<file path="src/rtl/chained_hash_set_core_defines.svh">
`ifndef CHAINED_HASH_SET_CORE_DEFINES_SVH
`define CHAINED_HASH_SET_CORE_DEFINES_SVH

// Assertion helpers. Each one samples on the rising clock edge and is disabled during reset.
// The first form checks in the same cycle, and the second checks in the next cycle.

`define CHS_ASSERT_NOW(label, cond, chk, msg) \
   label: assert property (@(posedge clock) disable iff (reset) (cond) |-> (chk)) \
      else $error(msg);

`define CHS_ASSERT_NEXT(label, cond, chk, msg) \
   label: assert property (@(posedge clock) disable iff (reset) (cond) |=> (chk)) \
      else $error(msg);

`endif

</file>
<file path="src/rtl/chs_pkg.sv">
package chs_pkg;

   localparam int BUCKETS    = 64;
   localparam int NODES      = 256;
   localparam int IDX_W      = $clog2(BUCKETS);
   localparam int SIZE_W     = IDX_W + 1;
   localparam int NODE_W     = $clog2(NODES);
   localparam int PTR_W      = NODE_W + 1;
   localparam int CNT_W      = $clog2(NODES + 1);
   localparam int KEY_W      = 31;
   localparam int DIV_STEPS  = (KEY_W + 1) / 2;
   localparam int DIV_SH_W   = 2 * DIV_STEPS;
   localparam int DIV_CNT_W  = $clog2(DIV_STEPS);

   // The null link marks the end of a chain and an empty bucket.
   localparam logic [PTR_W-1:0] NIL_PTR = PTR_W'(NODES);

   localparam logic KIND_INSERT = 1'b0;
   localparam logic KIND_QUERY  = 1'b1;

   typedef struct packed {
      logic              key_we;
      logic              link_we;
      logic [NODE_W-1:0] addr;
      logic [KEY_W-1:0]  key;
      logic [PTR_W-1:0]  link;
   } node_wr_type;

   typedef struct packed {
      logic [KEY_W-1:0] key;
      logic [PTR_W-1:0] link;
   } node_rd_type;

endpackage

</file>
<file path="src/rtl/chs_mod_unit.sv">
module chs_mod_unit (
   input  logic                         clock,
   input  logic                         reset,
   input  logic                         start,
   input  logic [chs_pkg::KEY_W-1:0]    dividend,
   input  logic [chs_pkg::SIZE_W-1:0]   divisor,
   output logic                         done,
   output logic [chs_pkg::IDX_W-1:0]    remainder
);
   import chs_pkg::*;

   // One restoring step: shift one dividend bit into the partial remainder.
   function automatic logic [IDX_W-1:0] mod_bit(input logic [IDX_W-1:0] r,
                                                input logic b,
                                                input logic [SIZE_W-1:0] d);
      logic [SIZE_W-1:0] t;
      t = {r, b};
      if (t >= d) t = t - d;
      return t[IDX_W-1:0];
   endfunction

   logic                 busy_ff, busy_in;
   logic                 done_ff, done_in;
   logic [DIV_CNT_W-1:0] cnt_ff, cnt_in;
   logic [DIV_SH_W-1:0]  sh_ff, sh_in;
   logic [IDX_W-1:0]     rem_ff, rem_in;
   logic [IDX_W-1:0]     rem_one, rem_two;

   // Two dividend bits are retired per cycle, most significant first.
   assign rem_one = mod_bit(rem_ff, sh_ff[DIV_SH_W-1], divisor);
   assign rem_two = mod_bit(rem_one, sh_ff[DIV_SH_W-2], divisor);

   always_comb begin
      busy_in = busy_ff;
      done_in = 1'b0;
      cnt_in  = cnt_ff;
      sh_in   = sh_ff;
      rem_in  = rem_ff;
      if (start) begin
         busy_in = 1'b1;
         cnt_in  = '0;
         sh_in   = DIV_SH_W'(dividend);
         rem_in  = '0;
      end else if (busy_ff) begin
         rem_in = rem_two;
         sh_in  = {sh_ff[DIV_SH_W-3:0], 2'b00};
         cnt_in = cnt_ff + DIV_CNT_W'(1);
         if (cnt_ff == DIV_CNT_W'(DIV_STEPS - 1)) begin
            busy_in = 1'b0;
            done_in = 1'b1;
         end
      end
   end

   always_ff @(posedge clock) begin
      if (reset) begin
         busy_ff <= 1'b0;
         done_ff <= 1'b0;
         cnt_ff  <= '0;
      end else begin
         busy_ff <= busy_in;
         done_ff <= done_in;
         cnt_ff  <= cnt_in;
      end
   end

   always_ff @(posedge clock) begin
      sh_ff  <= sh_in;
      rem_ff <= rem_in;
   end

   assign done      = done_ff;
   assign remainder = rem_ff;

endmodule

</file>
<file path="config.mk">
export PLATFORM = sky130hd
export DESIGN_NAME = chs_mod_unit
export DESIGN_NICKNAME = d
export VERILOG_FILES = /design/src/rtl/chained_hash_set_core_defines.svh /design/src/rtl/chs_pkg.sv /design/src/rtl/chs_mod_unit.sv
export SDC_FILE = /design/constraint.sdc
export NUM_CORES = 1
export LEC_CHECK = 0
export ABC_AREA = 1
export BUFFER_PORTS_ARGS = -buffer_cell sky130_fd_sc_hd__buf_4
export CAP_MARGIN = 5
export CORE_UTILIZATION = 44
export CTS_BUF_LIST = sky130_fd_sc_hd__clkbuf_8 sky130_fd_sc_hd__clkbuf_16
export DETAILED_ROUTE_END_ITERATION = 12
export PLACE_DENSITY = 0.65
export SLEW_MARGIN = 20
export SYNTH_ARGS = -nofsm -noshare
export SYNTH_HDL_FRONTEND = slang
export SYNTH_SLANG_ARGS = --single-unit
</file>
<file path="constraint.sdc">
create_clock -name clock -period 3.03 [get_ports clock]
set_input_delay 0.4545 -clock clock [delete_from_list [all_inputs] [get_ports clock]]
set_output_delay 0.4545 -clock clock [all_outputs]
set_load 0.03 [all_outputs]
</file>
# Word-level counts from Yosys, hierarchy flattened
# Cells that the tools add are included.
word_totals:
  mem_bits_ro: 0
  latch_bits: 0
  register_bits: 44
  word_cells: 24
  mem_bits_rw: 0
  output_inout_bits: 7
  inputBits: 41
  mem_count: 0
op_classes:
  div: 0
  reduce_logical: 3
  magnitude_cmp: 2
  shifts: 0
  n_mux: 8
  mul: 0
  bitwise_logic: 1
  add_sub_neg: 3
  eq_ne: 1
op_table:
  columns: ["op", "n"]
  rows:
  - ["$mux 31", 2]
  - ["$ge 7x7->1", 2]
  - ["$mux 6", 2]
  - ["$sub 6x6->6", 2]
  - ["$add 4x1->4 const B", 1]
  - ["$eq 4x4->1 const B", 1]
  - ["$mux 1", 4]
  - ["$reduce_or 3->1", 1]
  - ["$reduce_bool 2->1", 1]
  - ["$reduce_or 2->1", 1]
  - ["$not 1->1", 1]

# Logic depth before layout (Yosys ltp)
# Gate-level depths: netlist of the first run.
logic_depth:
  word_depth: 4
  depth_mapped: 19
  ltp_nobuf: 19

# Least setup slack after synthesis of the first run
# OpenSTA, ideal clock, no wires.
synth_path:
  path_type: "reg2reg"
  start: "reg rem_ff[0], in the netlist remainder[0]"
  end: "reg rem_ff[0], in the netlist remainder[0]"
  path_buffers: 0
  setup_ns: 0.151
  setup_slack_ns: 0.384
  required_ns: 2.879
  stages_incl_launch_ff: 17
  synth_period_minus_slack_ns: 2.646
  arrival_ns: 2.495
  cell_sequence: "dfxtp_1 > inv_1 > fa_1 > nand3b_1 > nand3_1 > nand2_1 > nand2_2 > nand2_1 > ha_1 > nand2_1 > inv_2 > a21oi_2 > nand2_2 > nor2_8 > nand2_1 > nand3_1 > o21ai_1"
synth_via:
  elab_chain_cells: 4
  word_cells_on_any_way: 5
  cone_classes: "1 x add/sub; 2 x order compare; 2 x mux"
synth_rtl:
  columns: ["item", "line", "text"]
  rows:
  - ["start, declared", "chs_mod_unit.sv:26", "logic [IDX_W-1:0] rem_ff, rem_in;"]
  - ["start signal, assigned", "chs_mod_unit.sv:69", "rem_ff <= rem_in;"]
  - ["$sub 6x6->6 or $ge 7x7->1 (tied branches)", "chs_mod_unit.sv:18", "if (t >= d) t = t - d;"]
  - ["$mux 6 (*)", "chs_mod_unit.sv:18", null]
  - ["$ge 7x7->1 (*)", "chs_mod_unit.sv:18", null]
  - ["$mux 6 (*)", "chs_mod_unit.sv:18", null]
# Mark *: on every way between the ends. The rest lies on a longest branch, timed or not.
# A chain may end at the register's enable or synchronous reset.

# Final worst setup path of the first run
layout_path:
  start: "reg sh_ff[31]"
  end: "reg rem_ff[0], in the netlist remainder[0]"
layout_via:
  elab_chain_cells: 4
  word_cells_on_any_way: 5
  cone_classes: "1 x add/sub; 2 x order compare; 2 x mux"
layout_rtl:
  columns: ["item", "line", "text"]
  rows:
  - ["start, declared", "chs_mod_unit.sv:25", "logic [DIV_SH_W-1:0] sh_ff, sh_in;"]
  - ["start signal, assigned", "chs_mod_unit.sv:68", "sh_ff <= sh_in;"]
  - ["$sub 6x6->6 or $ge 7x7->1 (tied branches)", "chs_mod_unit.sv:18", null]
  - ["$mux 6 (*)", "chs_mod_unit.sv:18", null]
  - ["$ge 7x7->1 (*)", "chs_mod_unit.sv:18", null]
  - ["$mux 6 (*)", "chs_mod_unit.sv:18", null]
# Marked as above.

==> run metrics, run 1 <==
number of optimization iterations in the first detailed-route pass 7; Die Width 79.2 um; xor/xnor share of the synthesized area around 1.7%; proportion of layout cells with a drive suffix above 1 approximately 22%; clock latency on the worst-skew pair 0.29 ns; maximum number of pins on one net before global-route repair 36; Overflow after GRT 0; relative area change from synthesis to final layout 21.0%; Max FO, Critical Path 7; Post-synth EDFFs 31; power density over cell area about 580 mW/mm^2; NumNets Final between 400 and 500; Post-synth top flop edfxtp_1; net count after synthesis around 380; top cells by count, synth nand2_1 (141), inv_1 (35), edfxtp_1 (31), nand3_1 (22), ha_1 (15); Via Count ~2100; Slew Limit Headroom between 40% and 50%; Hold Violations, Final 0; final core utilization 56.6%; adder-cell area share of the yosys netlist about 8.7%; Inserted Clock Buffers 5; I/O Pins 48; proportion of synthesized chip area in sequential cells a little under half; cell count after synthesis around 330; final max-slew violation count 0; remaining antenna violation count after routing 0; number of port buffers 47; Gates resized, CTS repair 0; share of Yosys cell area claimed by the top area cell type approximately 36%; kind of critical path reg2reg; die height 79.2 um; via/cell ratio around 4.8; Critical-path top delay cell fa_1; standard-cell row count 27; Max rail drop VDD around 0.27 mV; first-pass GRT wire length approximately 9 mm; Top cell by count, worst path nand2_1; complex-gate fraction of the synthesized area 4.77%; drt total wl slightly above 5 mm; post-CTS setup-driven buffer insertion count 0; path class of the lowest-slack min-delay path in2reg; critical path capture point type register; TNS Setup 0 ns; largest family of logic cells by synthesized area simple AND/OR/NAND/NOR gates; number of diodes 0; most area-hungry cell type in the Yosys netlist edfxtp_1; largest stage delay on the critical path approximately 0.4 ns; final weighted congestion in routability-driven placement 0.832; most common cell in the netlist nand2_1; synthesis warning total 0; Final setup violation count 0; sum of net half-perimeters after detailed placement roughly 3.9 mm; number of H-tree levels 2; period utilisation layout approximately nine tenths; top post-synthesis cells by area edfxtp_1 (36%), nand2_1 (20%), dfxtp_1 (9.9%), ha_1 (7.2%), inv_1 (5.0%); flop and latch count out of synthesis 44; initial core utilization between 40% and 50%; area share of and/or/nand/nor cells after synthesis between 30 and 40%; Total Routing Usage GR a little under a fifth; sinks on the clock net 44; Initial DRC Count a little under 60; CTS tree done; worst hold slack across all endpoints approximately 0.32 ns; data arrival time of the critical path roughly 3.0 ns; RSZ-0062 raised after global routing false; required time reported for the critical path endpoint approximately 3.2 ns; vias in the first global route 2065; worst clock skew on the final layout about 0.0017 ns; Post-Syn Area per Cell a little over 8 sq um; status completed; cell at the root of the clock tree clkbuf_8; fraction of registers with async set/reset 0%; LEAKAGE between 1.5 and 2 nW; Routed wire per std cell 11.5 um; clock transition at the registers of the reported paths 0.08 ns; transition time of the tightest slew-check pin ~0.89 ns; Post-route DRC 0; unique cell type count in the Yosys netlist 29; hold bufs inserted after CTS 0; Core Region 0.00561 sq mm; antenna violations before repair 0; maximum count of clock buffers along a single path 2; element type at the critical path start register; Mapped Area about 0.0026 sq mm; final worst path period need approximately 2.8 ns; number of max-cap violations 0; Die Area 0.00627 sq mm; mux cell area share after synthesis 0%; maximum clock rate approximately 360 MHz; Critical Path, Cell by Cell inv_1 > ha_1 > fa_1 > nand3b_1 > nand3_1 > nand2_1 > nand2_2 > nand2_1 > ha_1 > nand2_1 > inv_2 > a21oi_2 > nand2_2 > nor2_8 > nand2_1 > nand3_1 > o21ai_1
## power by group
part / internal, mW / leakage, nW / switching [mW] / total, mW
Clock: 0.291 / 0.0645 / 0.199 / 0.490
Sequential: 0.714 / 0.425 / 0.0327 / 0.747
Combinational: 0.247 / 1.17 / 0.370 / 0.617
## cell families after synthesis
| group | count (synthesis) |
|---|---|
| AO/OA/AOI/OAI | 19 |
| XOR/XNOR | 5 |
| adder cells (fa/ha/maj) | 17 |
| buffers and inverters | 44 |
| flip-flops | 44 |
| AND/OR/NAND/NOR | 196 |
## flip-flops by register name (all words and copies together), names as in the netlist
signal and flops:
remainder 6, busy_ff 1, cnt_ff 4, sh_ff 32
done 1
## final timing paths
check / start / end / slack, ns / cells past startpoint
worst max-delay path: sh_ff[31] / remainder[0] / 0.27 / 17
worst min-delay path: reset / busy_ff / 0.32 / 2
worst max register to register: sh_ff[31] / remainder[0] / 0.27 / 17
worst min register to register: cnt_ff[3] / cnt_ff[3] / 0.47 / 2
## cell usage in the layout (no fill, tap or decap), types with 2 or more instances in the layout
cell type	Yosys	routed
a21oi_1	9	9
a21oi_2	2	2
buf_4	0	49
clkbuf_8	0	7
dfxtp_1	13	13
edfxtp_1	31	31
fa_1	2	2
ha_1	15	15
inv_1	35	35
nand2_1	141	141
nand2_2	9	9
nand3_1	22	22
nand3_2	4	4
nor2_1	11	11
nor2_2	3	3
o21ai_0	4	4
xnor2_1	3	3
xor2_1	2	2
## critical path: cells and delay by family, from the launching register on
kind                     cells  cell delay, ns
buffers and inverters        2            0.10
adder cells (fa/ha/maj)      3            0.92
flip-flops                   1            0.35
AO/OA/AOI/OAI                2            0.23
AND/OR/NAND/NOR             10            1.04
## routing by layer
layer / wire length [um] / up-vias / track usage (%) / share of wire [%]
li1: - / 1128 / - / -
met4: 80 / 0 / 6.36 / 1.6
met5: 0 / - / 0 / 0
met1: 2450 / 944 / 23.1 / 48
met3: 195 / 8 / 4.02 / 3.8
met2: 2410 / 45 / 30.8 / 47
## area by class of cell
cell class | instances | area [sq um]
timing repair buffer | 49 | 368
sequential | 44 | 1190
clock buffer | 7 | 96.3
inverter | 36 | 135
multi-input combinational | 237 | 1260
clock inverter | 1 | 30.0
tap | 72 | 90.1
fill | 550 | 2430
## stage by stage
| stage | instance area (sq um) | worst slack (ns) | std cells | total power, mW |
|---|---|---|---|---|
| 2_1_floorplan | 2620 | 0.384 | 325 | 1.22 |
| 3_3_place_gp | 3050 | 0.102 | 438 | 1.37 |
| 3_5_place_dp | 3050 | 0.0647 | 438 | 1.38 |
| 4_1_cts | 3170 | 0.263 | 446 | 1.87 |
| 5_1_grt | 3170 | 0.0238 | 446 | 1.98 |
| 6_report | 3170 | 0.273 | 446 | 1.85 |
Power figures use the tool's default switching activity.
==> inputs of run 2 (changes only) <==
Settings changed: CAP_MARGIN 5 to 10, CORE_UTILIZATION 44 to 30, PLACE_DENSITY 0.65 to 0.48.
==> run 2 against run 1 <==
Compared with the run above:
- sequential power barely moved
- sequential share of layout area down 0.22 points
- final cell count grew 7.2%
- clock power is 9.2% lower
- power is 2.1% lower
- non-clock buffer count down 1
- via count fell by 0.99%
- combinational power up 0.6%
- wire length up 10%
- highest routed layer unchanged
==> run metrics, run 2 (synthesis results as in run 1) <==
Die Area 0.00912 sq mm (+45%); Crit path max-delay family simple AND/OR/NAND/NOR gates; path class of the lowest-slack min-delay path in2reg; filler-free cell count of the finished design 478 (+7.2%); power dissipated by switching net loads 0.637 mW (+5.7%); RSZ-0062 raised after global routing false; worst clock skew on the final layout 0.00500 ns (+0.00326 ns); Critical Path, Cell by Cell inv_1 > ha_1 > fa_1 > nand3b_1 > nand3_1 > nand2_1 > nand2_2 > nand2_1 > ha_1 > nand2_2 > inv_2 > a21oi_2 > nand2_2 > nor2_8 > nand3_1 > nand3_1 > nand2_1; Slew Limit Headroom 41.1% (+0.17 points); I/O Pins 48 (unchanged); via/cell ratio 4.40 (-7.6%); Worst Setup Slack post-DPL 0.0344 ns (-0.0303 ns); Via Count 2104 (-0.99%); Overflow after GRT 0 (unchanged); Inserted Clock Buffers 5 (unchanged); uppermost metal layer occupied by signal nets met4; initial core utilization 31.4% (-15 points); Critical path buffers and inverters 2 (unchanged); detailed-routed wire length on met2 2.66 mm (+10%); final weighted congestion in routability-driven placement 0.789 (-5.2%); period utilisation layout 90.1% (-0.91 points); proportion of power drawn by combinational gates 34.2% (+0.9 points); number of H-tree levels 2 (unchanged); element type at the critical path start register; met1 wire length 2.76 mm (+13%); maximum number of pins on one net before global-route repair 36 (unchanged); drt total wl 5.64 mm (+10%); worst flop-to-flop path startpoint sh_ff[31]; sequential share of power 41.2% (+0.9 points); kind of critical path reg2reg; antenna violations before repair 0 (unchanged); transition time of the tightest slew-check pin 0.883 ns (-0.00251 ns); hold bufs inserted after CTS 0 (unchanged); most frequent cells in the layout nand2_1 (140), buf_4 (48), inv_1 (35); Reg-to-Reg End remainder[5]; clock latency on the worst-skew pair 0.30 ns (about the same); P_int 1.18 mW (-5.9%); proportion of layout cells with a drive suffix above 1 21.7% (+0.058 points); Routed wire per std cell 11.8 um (+2.7%); number of cell instances on the worst register-to-register path 17 (unchanged); CTS tree done; Largest register FFs 32 (unchanged); Post-route DRC 0 (unchanged); number of max-cap violations 0 (unchanged); power density over cell area 569 mW/mm^2 (-2.7%); Worst setup startpoint sh_ff[31]; proportion of total power due to net switching 35.1% (+2.6 points); crit path setup slack, layout 0.300 ns (+0.0277 ns); required time reported for the critical path endpoint 3.23 ns (about the same); maximum clock rate 366 MHz (+1.0%); first-pass GRT wire length 9.32 mm (+4.9%); Gates resized, CTS repair 0 (unchanged); Die Width 95.5 um (+21%); Core Region 0.00834 sq mm (+49%); total of fill cells in the finished design 911 (+66%); met3 layer wire length in the routed design 200 um (+2.6%); critical path capture point type register; Max rail drop VDD 0.233 mV (-14%); Initial DRC Count 67 (+14%); number of optimization iterations in the first detailed-route pass 4 (-3); Final setup violation count 0 (unchanged); standard-cell row count 33 (+22%); final max-slew violation count 0 (unchanged); Worst path depth 17 (unchanged); Hold Violations, Final 0 (unchanged); TNS Setup 0 ns (unchanged); die height 95.5 um (+21%); largest stage delay on the critical path 0.42 ns (about the same); Total Routing Usage GR 13.4% (-4.9 points); relative area change from synthesis to final layout 21.8%; data arrival time of the critical path 2.93 ns (-0.02 ns); status completed; R2R Setup Slk 0.30 ns (+0.03 ns); number of placed cells counting well taps 470 (+7.3%); number of diodes 0 (unchanged); Worst setup endpoint remainder[5]; sinks on the clock net 44 (unchanged); LEAKAGE 1.65 nW (-0.69%); vias in the first global route 1976 (-4.3%); Max FO, Critical Path 7 (unchanged); Critical-path top delay cell fa_1; register containing the most flip-flops in the final layout sh_ff; final worst path period need 2.73 ns (-0.0277 ns); sum of net half-perimeters after detailed placement 4.24 mm (+8.9%); clock transition at the registers of the reported paths 0.10 ns (+0.02 ns); post-CTS setup-driven buffer insertion count 0 (unchanged); cell at the root of the clock tree clkbuf_8; NumNets Final 430 (-0.23%); number of port buffers 47 (unchanged); remaining antenna violation count after routing 0 (unchanged); fraction of power consumed by the clock network 24.5% (-2.0 points); most common library cell in the layout ignoring fill and taps nand2_1; maximum count of clock buffers along a single path 2 (unchanged)
## run 2: how the worst min path moves through the flow
stage / to / cells past startpoint / start
2_1_floorplan: sh_ff[31] / 2 / sh_ff[29]
3_3_place_gp: cnt_ff[3] / 2 / cnt_ff[3]
3_5_place_dp: cnt_ff[3] / 2 / cnt_ff[3]
4_1_cts: busy_ff / 2 / reset
5_1_grt: busy_ff / 2 / reset
6_report: busy_ff / 2 / reset
## run 2: per-stage QoR
stage               utilization [%]  power, mW  hold WS (ns)  area, sq um
floorplan                         -       1.22         0.422         2620
global placement               36.9       1.39         0.456         3080
detailed placement             36.9       1.39         0.464         3080
CTS                            38.2       1.84         0.294         3190
global route                   38.3       1.96         0.284         3190
finish                         38.3       1.81         0.311         3190
## run 2: per-layer routing
| metal | track usage, % | vias up |
|---|---|---|
| li1 | - | 1128 |
| met1 | 18.5 | 933 |
| met2 | 21.2 | 41 |
| met3 | 3.19 | 2 |
| met4 | 3.36 | 0 |
| met5 | 0 | - |
## run 2: power groups by stage
stage | Combinational (mW) | Clock [mW] | Sequential (mW)
2_1_floorplan | 0.438 | 0 | 0.779
3_3_place_gp | 0.622 | 0 | 0.763
3_5_place_dp | 0.624 | 0 | 0.763
4_1_cts | 0.626 | 0.467 | 0.750
5_1_grt | 0.707 | 0.492 | 0.757
6_report | 0.621 | 0.445 | 0.748
## run 2: cell type report
cell class | instances | area, sq um | share of cell area, %
timing repair buffer | 48 | 360 | 11.3
tap | 105 | 131 | 4.12
sequential | 44 | 1190 | 37.3
inverter | 36 | 135 | 4.23
multi-input combinational | 237 | 1260 | 39.6
clock inverter | 2 | 15.0 | 0.470
clock buffer | 6 | 93.8 | 2.94
==> inputs of run 3 (changes only) <==
Settings changed: CORE_UTILIZATION 30 to 45, PLACE_DENSITY 0.48 to 0.67.
==> run 3 against run 2 <==
Compared with the run above:
- clock skew about the same
- via count increased by 1.5%
- clock power increased by 6.3%
- count of clock-buffer cells in the layout unchanged
- final cell count decreased by 6.9%
- die area decreased by 33%
- flip-flop and latch count unchanged
- core utilization increased by 18 points
- sequential share of layout area increased by 0.37 points
- combinational power about the same
- critical path type unchanged
- largest cell class unchanged
- largest power group unchanged
==> run metrics, run 3 (synthesis results as in run 1) <==
vias in the first global route 2005 (+1.5%); NumNets Final 430 (unchanged); most common library cell in the layout ignoring fill and taps nand2_1; number of max-cap violations 0 (unchanged); element type at the critical path start register; maximum count of clock buffers along a single path 2 (unchanged); period utilisation layout 91.5% (+1.4 points); Final setup violation count 0 (unchanged); fraction of power consumed by the clock network 25.7% (+1.2 points); maximum clock rate 361 MHz (-1.5%); Hold Violations, Final 0 (unchanged); cell at the root of the clock tree clkbuf_8; relative area change from synthesis to final layout 20.6%; Cell Area, Placed 0.00304 sq mm (-1.3%); power density over cell area 584 mW/mm^2 (+2.7%); number of port buffers 47 (unchanged); Worst Setup Slack post-DPL 0.0630 ns (+0.0286 ns); number of placed cells counting well taps 437 (-7.0%); filler-free cell count of the finished design 445 (-6.9%); status completed; sequential share of power 40.6% (-0.6 points); Worst Min Path Start reset; drt total wl 5.31 mm (-6.0%); sum of net half-perimeters after detailed placement 4.02 mm (-5.1%); Initial DRC Count 84 (+25%); antenna violations before repair 0 (unchanged); number of optimization iterations in the first detailed-route pass 4 (unchanged); clock latency on the worst-skew pair 0.29 ns (about the same); R2R Setup Slk 0.26 ns (-0.04 ns); via/cell ratio 4.80 (+9.0%); Final Total Pwr 1.84 mW (+1.7%); standard-cell row count 27 (-18%); remaining antenna violation count after routing 0 (unchanged); worst flop-to-flop path startpoint sh_ff[31]; Core Region 0.00557 sq mm (-33%); data arrival time of the critical path 2.97 ns (+0.04 ns); Total Routing Usage GR 18.7% (+5.2 points); path class of the lowest-slack min-delay path in2reg; proportion of layout cells with a drive suffix above 1 21.4% (-0.27 points); initial core utilization 47.0% (+16 points); TNS Setup 0 ns (unchanged); Layout Cell Area excl Fill 0.00316 sq mm (-0.98%); Via Count 2135 (+1.5%); number of diodes 0 (unchanged); Post-route DRC 0 (unchanged); CTS tree done; die height 78.3 um (-18%); post-CTS setup-driven buffer insertion count 0 (unchanged); most frequent cells in the layout nand2_1 (141), buf_4 (48), inv_1 (35); proportion of power drawn by combinational gates 33.7% (-0.5 points); Die Width 78.3 um (-18%); final max-slew violation count 0 (unchanged); RSZ-0062 raised after global routing false; transition time of the tightest slew-check pin 0.877 ns (-0.00526 ns); crit path setup slack, layout 0.258 ns (-0.0421 ns); Worst setup startpoint sh_ff[31]; I/O Pins 48 (unchanged); register containing the most flip-flops in the final layout sh_ff; kind of critical path reg2reg; final worst path period need 2.77 ns (+0.0421 ns); final weighted congestion in routability-driven placement 0.869 (+10%); Largest register FFs 32 (unchanged); worst clock skew on the final layout 0.00514 ns (+0.000139 ns); maximum number of pins on one net before global-route repair 36 (unchanged); proportion of total power due to net switching 33.3% (-1.8 points); P_int 1.23 mW (+4.4%); Max FO, Critical Path 7 (unchanged); Max rail drop VDD 0.385 mV (+65%); worst hold slack across all endpoints 0.313 ns (+0.00217 ns); Reg-to-Reg End remainder[2]; Routed wire per std cell 11.9 um (+0.98%); Worst Hold End busy_ff; LEAKAGE 1.65 nW (+0.23%); sinks on the clock net 44 (unchanged); total of fill cells in the finished design 548 (-40%); number of cell instances on the worst register-to-register path 17 (unchanged); first-pass GRT wire length 8.98 mm (-3.7%); power dissipated by switching net loads 0.615 mW (-3.5%); clock transition at the registers of the reported paths 0.08 ns (-0.02 ns); Die Area 0.00613 sq mm (-33%); final core utilization 56.7% (+18 points); required time reported for the critical path endpoint 3.23 ns (about the same); Slew Limit Headroom 41.5% (+0.35 points); number of H-tree levels 2 (unchanged); Inserted Clock Buffers 5 (unchanged); Gates resized, CTS repair 0 (unchanged); critical path capture point type register; hold bufs inserted after CTS 0 (unchanged); Overflow after GRT 0 (unchanged); cell count of the worst hold path 2 (unchanged)
==> run 3: cell count changes in the layout (fill, tap and decap cells not counted) <==
| cell | change |
|---|---|
| bufinv_16 | +1 |
| nand2_1 | +1 |
| inv_4 | -1 |
| nand2_2 | -1 |
| clkinv_4 | +1 |
| clkbuf_8 | +1 |
| clkbuf_16 | -1 |
| inv_6 | -1 |
==> run 3: worst max-delay path by stage <==
| stage | slack [ns] | end | cells past startpoint |
|---|---|---|---|
| 5_1_grt | 0.09 | remainder[4] | 17 |
| 2_1_floorplan | 0.38 | remainder[0] | 16 |
| 3_5_place_dp | 0.06 | remainder[2] | 17 |
| 6_report | 0.26 | remainder[2] | 17 |
| 3_3_place_gp | 0.10 | remainder[4] | 17 |
| 4_1_cts | 0.25 | remainder[2] | 17 |
==> run 3: final cells by class <==
class                      count  area, sq um  share of cell area, %
sequential                    44         1190                   37.7
clock buffer                   6         82.6                   2.61
tap                           72         90.1                   2.85
timing repair buffer          48          360                   11.4
multi-input combinational    237         1260                   39.9
inverter                      36          135                   4.28
clock inverter                 2         38.8                   1.23
==> run 3: worst max-delay path: stages (launching register included) <==
cell and delay [ns]:
dfxtp_1 0.35, inv_1 0.06, ha_1 0.20, fa_1 0.40, nand3b_1 0.22, nand3_1 0.11, nand2_1 0.08, nand2_2 0.08
nand2_1 0.05, ha_1 0.31, nand2_1 0.14, inv_2 0.05, a21oi_2 0.18, nand2_2 0.11, nor2_8 0.13, nand3_1 0.11
nand2_1 0.08, nand2_1 0.04
==> run 3: power groups by stage <==
stage          clock network, mW  registers, mW  logic, mW
2_1_floorplan                  0          0.779      0.438
3_3_place_gp                   0          0.761      0.613
3_5_place_dp                   0          0.763      0.618
4_1_cts                    0.486          0.750      0.621
5_1_grt                    0.510          0.757      0.693
6_report                   0.473          0.749      0.622
==> run 3: metal layers <==
layer	share of wire (%)	track usage (%)
met1	48	25.9
met2	46	29.3
met3	3.8	3.84
met4	1.4	5.93
met5	0	0
